[src/sv/q4bq_unit_top.sv]
// Holds no logic: the top level of the block is in q4_block_quantizer_unit.sv.
// No dependencies.

[src/sv/q4bq_pkg.sv]
// Shared types, constants and code arithmetic for the 4-bit block quantizer.
// No dependencies; imported by q4bq_coder, q4_block_quantizer_unit and the testbench.
package q4bq_pkg;

  localparam int unsigned SAMPLE_W    = 16;
  localparam int unsigned BLOCK_SIZE  = 32;
  localparam int unsigned FILL_W      = $clog2(BLOCK_SIZE);
  localparam int unsigned PAIR_COUNT  = BLOCK_SIZE / 2;
  localparam int unsigned PAIR_AW     = $clog2(PAIR_COUNT);
  localparam int unsigned MAG_W       = SAMPLE_W + 1;
  localparam int unsigned THR_W       = MAG_W + 4;
  localparam int unsigned NUM_THR     = 8;
  localparam int unsigned CODE_W      = 4;
  localparam int unsigned SCALE_W     = 21;
  localparam int unsigned SCALE_FRAC  = 9;
  localparam int unsigned SCALE_NUM_W = MAG_W + SCALE_FRAC;
  localparam int unsigned RECIP_W     = 26;
  localparam int unsigned RECIP_SHIFT = 29;
  localparam int unsigned PROD_W      = SCALE_NUM_W + RECIP_W;

  // ceil(2^29 / 15): exact floor division by 15 for numerators below 2^25
  localparam logic [RECIP_W-1:0]     RECIP      = RECIP_W'(35791395);
  localparam logic [SCALE_NUM_W-1:0] ROUND_BIAS = SCALE_NUM_W'(7);

  localparam logic [CODE_W-1:0] CODE_ZERO = CODE_W'(8);
  localparam logic [CODE_W-1:0] CODE_MAX  = CODE_W'(15);
  localparam logic [CODE_W-1:0] STEP_MAX  = CODE_W'(NUM_THR);

  typedef logic signed [SAMPLE_W-1:0]     sample_t;
  typedef logic [MAG_W-1:0]               mag_t;
  typedef logic [NUM_THR-1:0][THR_W-1:0]  thr_t;
  typedef logic [CODE_W-1:0]              code_t;

  typedef struct packed {
    logic valid;
    logic last;
  } emit_ctl_t;

  function automatic mag_t mag_of(sample_t x);
    mag_t sx;
    sx = {x[SAMPLE_W-1], x};
    return x[SAMPLE_W-1] ? (mag_t'(0) - sx) : sx;
  endfunction

  // Rounded step count r = round(15|x| / 2m) equals the number of odd
  // multiples (2k+1)*m that 15|x| reaches, k = 0..7.
  function automatic code_t code_of(sample_t x, thr_t thr, logic zero_max);
    mag_t             mag;
    logic [THR_W-1:0] p15;
    code_t            r;
    mag = mag_of(x);
    p15 = (THR_W'(mag) << 4) - THR_W'(mag);
    r   = '0;
    for (int k = 0; k < NUM_THR; k++) begin
      r = r + code_t'(p15 >= thr[k]);
    end
    if (zero_max) begin
      return CODE_ZERO;
    end else if (x[SAMPLE_W-1]) begin
      return CODE_ZERO - r;
    end else if (r == STEP_MAX) begin
      return CODE_MAX;
    end else begin
      return CODE_ZERO + r;
    end
  endfunction

endpackage

[src/sv/q4bq_ram.sv]
// Simple dual-port synchronous RAM, one write and one registered read port.
// No dependencies.
module q4bq_ram #(
  parameter int unsigned DEPTH = 16,
  parameter int unsigned WIDTH = 16,
  parameter int unsigned AW    = $clog2(DEPTH)
) (
  input  logic             clk_i,
  input  logic             we_i,
  input  logic [AW-1:0]    waddr_i,
  input  logic [WIDTH-1:0] wdata_i,
  input  logic             re_i,
  input  logic [AW-1:0]    raddr_i,
  output logic [WIDTH-1:0] rdata_o
);

  logic [WIDTH-1:0] mem_q [DEPTH];
  logic [WIDTH-1:0] rdata_q;

  always_ff @(posedge clk_i) begin
    if (we_i) begin
      mem_q[waddr_i] <= wdata_i;
    end
  end

  always_ff @(posedge clk_i) begin
    if (re_i) begin
      rdata_q <= mem_q[raddr_i];
    end
  end

  assign rdata_o = rdata_q;

endmodule

[src/sv/q4bq_coder.sv]
// Code stage: turns a pair of buffered samples into a packed code byte and
// registers the result word. Depends on q4bq_pkg.
module q4bq_coder (
  input  logic                         clk_i,
  input  logic                         rst_ni,
  input  q4bq_pkg::emit_ctl_t          ctl_i,
  input  q4bq_pkg::sample_t            even_i,
  input  q4bq_pkg::sample_t            odd_i,
  input  q4bq_pkg::thr_t               thr_i,
  input  logic                         zero_max_i,
  output logic                         strobe_o,
  output logic [2*q4bq_pkg::CODE_W-1:0] packed_o,
  output logic                         last_o
);
  import q4bq_pkg::*;

  logic                  strobe_q;
  logic                  last_q;
  logic [2*CODE_W-1:0]   packed_q;
  logic [2*CODE_W-1:0]   packed_d;

  assign packed_d = {code_of(odd_i, thr_i, zero_max_i), code_of(even_i, thr_i, zero_max_i)};

  always_ff @(posedge clk_i or negedge rst_ni) begin
    if (!rst_ni) begin
      strobe_q <= 1'b0;
      last_q   <= 1'b0;
    end else begin
      strobe_q <= ctl_i.valid;
      last_q   <= ctl_i.valid && ctl_i.last;
    end
  end

  always_ff @(posedge clk_i) begin
    if (ctl_i.valid) begin
      packed_q <= packed_d;
    end
  end

  assign strobe_o = strobe_q;
  assign packed_o = packed_q;
  assign last_o   = last_q;

endmodule

[src/sv/q4_block_quantizer_unit.sv]
// Top level of the 4-bit block quantizer: fill sequencer, max tracking,
// scale and threshold setup, even/odd sample RAMs. Depends on q4bq_pkg,
// q4bq_ram and q4bq_coder.
//
//  channel   ports                                        handshake
//  input     sample_i                                     start & !busy
//  result    packed_codes_o, block_scale_o, last_of_block_o  strobe_o, one cycle
//
// One sample is taken per cycle while the block is filling (busy low).
// After the 32nd sample busy stays high through the scale state, which forms the
// scale and the code thresholds, and the 16 reads of the even/odd RAM pair.
// Results pass the RAM read and coder output registers, one per cycle, 16 per block.
// Reset clears the fill count, running maximum and sequencer; RAM contents
// are not cleared. The receiver cannot stall the result words.
module q4_block_quantizer_unit (
  input  logic                               clk_i,
  input  logic                               rst_ni,
  input  logic                               start,
  output logic                               busy,
  input  logic signed [q4bq_pkg::SAMPLE_W-1:0] sample_i,
  output logic                               strobe_o,
  output logic [2*q4bq_pkg::CODE_W-1:0]      packed_codes_o,
  output logic [q4bq_pkg::SCALE_W-1:0]       block_scale_o,
  output logic                               last_of_block_o
);
  import q4bq_pkg::*;

  typedef enum logic [2:0] {
    ST_FILL  = 3'b001,
    ST_SCALE = 3'b010,
    ST_EMIT  = 3'b100
  } state_e;

  state_e              state_q, state_d;
  logic [FILL_W-1:0]   fill_q, fill_d;
  mag_t                run_max_q, run_max_d;
  mag_t                emit_max_q;
  logic [PAIR_AW-1:0]  emit_q, emit_d;
  emit_ctl_t           rd_ctl_q, rd_ctl_d;
  thr_t                thr_q, thr_d;
  logic [SCALE_W-1:0]  scale_q, scale_d;

  logic                accept;
  logic                final_smp;
  mag_t                mag_in;
  mag_t                new_max;
  logic                rd_en;
  logic                emit_end;
  logic [SCALE_NUM_W-1:0] scale_num;
  logic [PROD_W-1:0]   scale_prod;
  sample_t             even_rd, odd_rd;

  assign accept    = start && !busy;
  assign final_smp = (fill_q == FILL_W'(BLOCK_SIZE - 1));
  assign mag_in    = mag_of(sample_i);
  assign new_max   = (mag_in > run_max_q) ? mag_in : run_max_q;
  assign rd_en     = (state_q == ST_EMIT);
  assign emit_end  = (emit_q == PAIR_AW'(PAIR_COUNT - 1));
  assign busy      = (state_q != ST_FILL);

  always_comb begin
    state_d   = state_q;
    fill_d    = fill_q;
    run_max_d = run_max_q;
    emit_d    = emit_q;
    unique case (state_q)
      ST_FILL: begin
        if (accept) begin
          fill_d    = fill_q + FILL_W'(1);
          run_max_d = new_max;
          if (final_smp) begin
            fill_d    = '0;
            run_max_d = '0;
            state_d   = ST_SCALE;
          end
        end
      end
      ST_SCALE: begin
        emit_d  = '0;
        state_d = ST_EMIT;
      end
      ST_EMIT: begin
        emit_d = emit_q + PAIR_AW'(1);
        if (emit_end) begin
          state_d = ST_FILL;
        end
      end
      default: begin
        state_d = ST_FILL;
      end
    endcase
  end

  assign rd_ctl_d.valid = rd_en;
  assign rd_ctl_d.last  = rd_en && emit_end;

  // Scale = floor((m*512 + 7) / 15) via reciprocal multiply.
  assign scale_num  = {emit_max_q, SCALE_FRAC'(0)} + ROUND_BIAS;
  assign scale_prod = PROD_W'(scale_num) * PROD_W'(RECIP);
  assign scale_d    = scale_prod[RECIP_SHIFT +: SCALE_W];

  // Odd multiples of the block maximum: decision levels of the rounded code.
  always_comb begin
    for (int k = 0; k < NUM_THR; k++) begin
      thr_d[k] = THR_W'(emit_max_q) * THR_W'(2 * k + 1);
    end
  end

  always_ff @(posedge clk_i or negedge rst_ni) begin
    if (!rst_ni) begin
      state_q   <= ST_FILL;
      fill_q    <= '0;
      run_max_q <= '0;
      emit_q    <= '0;
      rd_ctl_q  <= '0;
    end else begin
      state_q   <= state_d;
      fill_q    <= fill_d;
      run_max_q <= run_max_d;
      emit_q    <= emit_d;
      rd_ctl_q  <= rd_ctl_d;
    end
  end

  always_ff @(posedge clk_i) begin
    if (accept && final_smp) begin
      emit_max_q <= new_max;
    end
    if (state_q == ST_SCALE) begin
      scale_q <= scale_d;
      thr_q   <= thr_d;
    end
  end

  // Even samples go to one bank, odd to the other: one read yields a pair.
  q4bq_ram #(
    .DEPTH (PAIR_COUNT),
    .WIDTH (SAMPLE_W)
  ) u_ram_even (
    .clk_i   (clk_i),
    .we_i    (accept && !fill_q[0]),
    .waddr_i (fill_q[FILL_W-1:1]),
    .wdata_i (sample_i),
    .re_i    (rd_en),
    .raddr_i (emit_q),
    .rdata_o (even_rd)
  );

  q4bq_ram #(
    .DEPTH (PAIR_COUNT),
    .WIDTH (SAMPLE_W)
  ) u_ram_odd (
    .clk_i   (clk_i),
    .we_i    (accept && fill_q[0]),
    .waddr_i (fill_q[FILL_W-1:1]),
    .wdata_i (sample_i),
    .re_i    (rd_en),
    .raddr_i (emit_q),
    .rdata_o (odd_rd)
  );

  q4bq_coder u_coder (
    .clk_i      (clk_i),
    .rst_ni     (rst_ni),
    .ctl_i      (rd_ctl_q),
    .even_i     (even_rd),
    .odd_i      (odd_rd),
    .thr_i      (thr_q),
    .zero_max_i (emit_max_q == '0),
    .strobe_o   (strobe_o),
    .packed_o   (packed_codes_o),
    .last_o     (last_of_block_o)
  );

  assign block_scale_o = scale_q;

  a_state_onehot: assert property (@(posedge clk_i) disable iff (!rst_ni)
    $onehot(state_q))
    else $error("sequencer state not one-hot");

  a_final_to_scale: assert property (@(posedge clk_i) disable iff (!rst_ni)
    (accept && final_smp) |=> (state_q == ST_SCALE))
    else $error("full block did not start scale setup");

  a_emit_clean: assert property (@(posedge clk_i) disable iff (!rst_ni)
    (state_q == ST_EMIT) |-> (fill_q == '0 && run_max_q == '0))
    else $error("fill state not cleared during emission");

  a_last_single: assert property (@(posedge clk_i) disable iff (!rst_ni)
    (strobe_o && last_of_block_o) |=> !strobe_o)
    else $error("word after last of block");

endmodule

[config.mk]
export PLATFORM = sky130hd
export DESIGN_NAME = q4_block_quantizer_unit
export DESIGN_NICKNAME = d
export VERILOG_FILES = /design/src/sv/q4bq_unit_top.sv /design/src/sv/q4bq_pkg.sv /design/src/sv/q4bq_ram.sv /design/src/sv/q4bq_coder.sv /design/src/sv/q4_block_quantizer_unit.sv
export SDC_FILE = /design/constraint.sdc
export NUM_CORES = 2
export LEC_CHECK = 0
export BUFFER_PORTS_ARGS = -buffer_cell sky130_fd_sc_hd__buf_2
export CORE_UTILIZATION = 50
export CTS_CLUSTER_SIZE = 8
export DETAILED_ROUTE_END_ITERATION = 7
export HOLD_SLACK_MARGIN = 0.05
export PLACE_DENSITY = 0.65
export SYNTH_ARGS = -nofsm -noshare
export SYNTH_HDL_FRONTEND = slang
export SYNTH_SLANG_ARGS = --single-unit
[constraint.sdc]
create_clock -name clk_i -period 11.85 [get_ports clk_i]
set_clock_uncertainty 0.15 [all_clocks]
set_input_delay 1.7775 -clock clk_i [delete_from_list [all_inputs] [get_ports clk_i]]
set_output_delay 1.7775 -clock clk_i [all_outputs]
set_load 0.005 [all_outputs]
==> flow_summary.json <==
{
  "grt.overflow.total": 0,
  "core_area_um2": 99000,
  "grt_setup_unrepaired": "false",
  "drv_cap": 0,
  "ys_async_sr_fraction_pct": 4.31,
  "critPathLaunch": "u_ram_even.rdata_o[0]",
  "power.leakage_nw": 22.7,
  "detail-route-antenna-nets": 0,
  "worstHoldPathType": "register to register",
  "portBuffers": 50,
  "wirelength_mm": 135,
  "timing.critical_path.from_type": "register",
  "postSynthNetCount": 4956,
  "area.growth.synth_to_final_pct": 10.5,
  "finalPower_w": 0.00675,
  "hpwl_mm": 97.5,
  "fillers": 8213,
  "timing.setup.critical_path_class": "register to register",
  "critPathMaxFanout": 12,
  "critical_path_required_ps": 12110,
  "yosysWarningCount": 0,
  "timing.rr.start": "u_ram_even.rdata_o[0]",
  "initial_drt_markers": 2861,
  "switching_share_pct": 24.9,
  "groute.layer.met1.usage_pct": 38.9,
  "design_area_um2": 55500,
  "clock_path_buffers": 3,
  "insertion_delay_to_the_later_sink_of_the_worst_skew_pair_ps": 700,
  "p_per_area_nw_per_um2": 122,
  "achievable-frequency_mhz": 102,
  "post-route-min-period_ps": 9830,
  "layout_common_cells": "733 x edfxtp_1, 648 x ha_1, 470 x inv_1",
  "clkTransAtPathRegs_ps": 50,
  "postSynthCellCount": 4140,
  "viasPerCell": 5.93,
  "seqCellArea_um2": 22800,
  "grt.busiest_layer": "met2",
  "floorplan.io_pins": 51,
  "initial_core_util_pct": 50.8,
  "internal-power_w": 0.00507,
  "synth_edf_count": 733,
  "avgSynthCellArea_um2": 12.1,
  "cts-resized-gates": 0,
  "insertedDiodeCount": 0,
  "final_common_cell": "edfxtp_1",
  "slowest_stage": "xor2_1",
  "vias_in_the_first_global_route": 32400,
  "groute.usage.overall_pct": 26.6,
  "report.final.slew_viol_count": 0,
  "outcome": "finished, final reports clean",
  "post_route_cells_drive_above_1_share_pct": 9.73,
  "die_height_um": 319,
  "timing.critical_path.to_type": "register",
  "power.share.clock_pct": 41.7,
  "synth-seq-area-share_pct": 45.4,
  "postCtsSetupBuffers": 0,
  "finalSetupViolCount": 0,
  "switching_power_w": 0.00168,
  "grt_use_met2_pct": 41.6,
  "path_common_cell": "o21ai_0",
  "synth_area_um2": 50300,
  "share_comb_of_total_power_pct": 11.3,
  "worst_ep_arrival_time_ps": 10090,
  "vias": 33400,
  "synth_cell_type_count": 85,
  "tritoncts_sinks": 766,
  "ys.flop_type": "edfxtp_1",
  "die_width_um": 319,
  "routability_cong": 0.963,
  "fin_tns_setup_ps": 0,
  "placement_rows": 115,
  "placed_area_um2": 52500,
  "dieArea_um2": 102000,
  "cts_inserted_buffers": 107,
  "cts_tree": "done",
  "relSlewSlack_pct": 16.5,
  "finish.net_count": 5102,
  "multi_input_comb_area_um2": 25200,
  "tightest_slew_ps": 1250,
  "hold_viol_final": 0,
  "critical_path.max_stage_delay_ps": 840,
  "cts_root_buffer": "clkbuf_16",
  "drt-pass1-iter-count": 6,
  "pin_count_of_the_biggest_net_entering_global_routing": 107,
  "wl_per_cell_um": 24.0,
  "cts_hold_repair.buffers": 0,
  "grt_pass1_wl_mm": 203,
  "power.sequential.fraction_pct": 47.1,
  "count_of_h_tree_levels_built_during_cts": 3,
  "drc": 0,
  "ir_drop_v": 0.000164,
  "postSynthRegisterBits": 766,
  "final_cell_count_no_fill": 5623,
  "grt.met3_usage_pct": 3.62,
  "grt_antenna_before_repair": 5,
  "timing.hold.worst.start": "run_max_q[16]",
  "placedCellCount": 5464,
  "finalCritPeriodShare_pct": 82.9
}
==> per-layer routing <==
layer  wire (um)  vias up
met2       61100     1125
met5          12        -
li1            -    15600
met4        3030        2
met1       61300    16500
met3        9370      165
==> kinds of logic after synthesis <==
kind of cell	share of synthesized area, %
AND/OR/NAND/NOR	6.84
multiplexers	5.62
AO/OA/AOI/OAI	11.8
XOR/XNOR	3.79
adder cells (fa/ha/maj)	22.1
other	0.00746
buffers and inverters	4.41
flip-flops	45.4
==> Yosys cell counts (all sizes together), types with 23 or more instances <==
cell type  number  area, um^2
fa            149        2980
o21a           36         270
nand4          54         338
a21o          120         901
nor2          137         514
nand3          60         305
nor3           40         205
nand2b         40         250
nand2         203         762
a21oi         205        1030
dfrtp          32         801
a22oi          36         270
mux4           64        1440
o21bai         23         173
inv           471        1770
a221oi         38         333
xnor2         157        1380
xor2           57         529
a211oi         25         188
edfxtp        733       22000
mux2i         117        1170
buf            38         173
ha            648        8110
nor2b          43         269
clkbuf         73         274
o21ai         209        1050
==> worst max-delay path: cells and delay by family, from the launching register on <==
family,cells,cell delay (ps)
adders and majority gates,8,3240
DFF,1,530
and+or+nand+nor,7,1320
buffers and inverters,4,440
AOI/OAI and AO/OA,12,2550
xor gates and xnor gates,3,1290
==> flip-flops by register name (all words and copies together), names as in the netlist, 4 cells and up <==
signal              cells
u_ram_odd.rdata_o      16
emit_max_q             17
u_ram_odd.mem_q       256
block_scale_o          21
emit_q                  4
u_ram_even.rdata_o     16
thr_q                 143
u_ram_even.mem_q      256
u_coder.packed_o        8
fill_q                  5
run_max_q              17
==> power groups by stage <==
stage	clock (W)	sequential, W	combinational (W)
floorplan	0	0.00322	0.000499
global placement	0	0.00322	0.000742
detailed placement	0	0.00323	0.000752
CTS	0.00287	0.00318	0.000758
global route	0.00297	0.00319	0.000849
finish	0.00281	0.00318	0.000762
==> area by class of cell <==
class | count | area share [%]
Inverter | 471 | 3.19
Sequential cell | 766 | 41.1
Clock inverter | 11 | 0.399
Tap cell | 1287 | 2.90
Clock buffer | 148 | 5.12
Multi-Input combinational cell | 2792 | 45.5
Timing Repair Buffer | 148 | 1.80
==> stage by stage <==
stage / setup WS, ps / util [%] / hold slack (ps)
5_1_grt: 1340 / 56.1 / 364
3_5_place_dp: 2190 / 53.0 / 331
2_1_floorplan: 3530 / - / 278
4_1_cts: 2180 / 56.1 / 347
6_report: 2020 / 56.1 / 343
3_3_place_gp: 2410 / 53.0 / 322
==> final timing paths <==
check,slack [ps],cells past startpoint,to
min,340,1,run_max_q[16]
max reg2reg,2020,34,u_coder.packed_o[2]
min reg2reg,340,1,run_max_q[16]
max,2020,34,u_coder.packed_o[2]
min in group asynchronous,1070,1,fill_q[1]
max in group asynchronous,9810,1,emit_q[3]
Power figures use the tool's default switching activity.
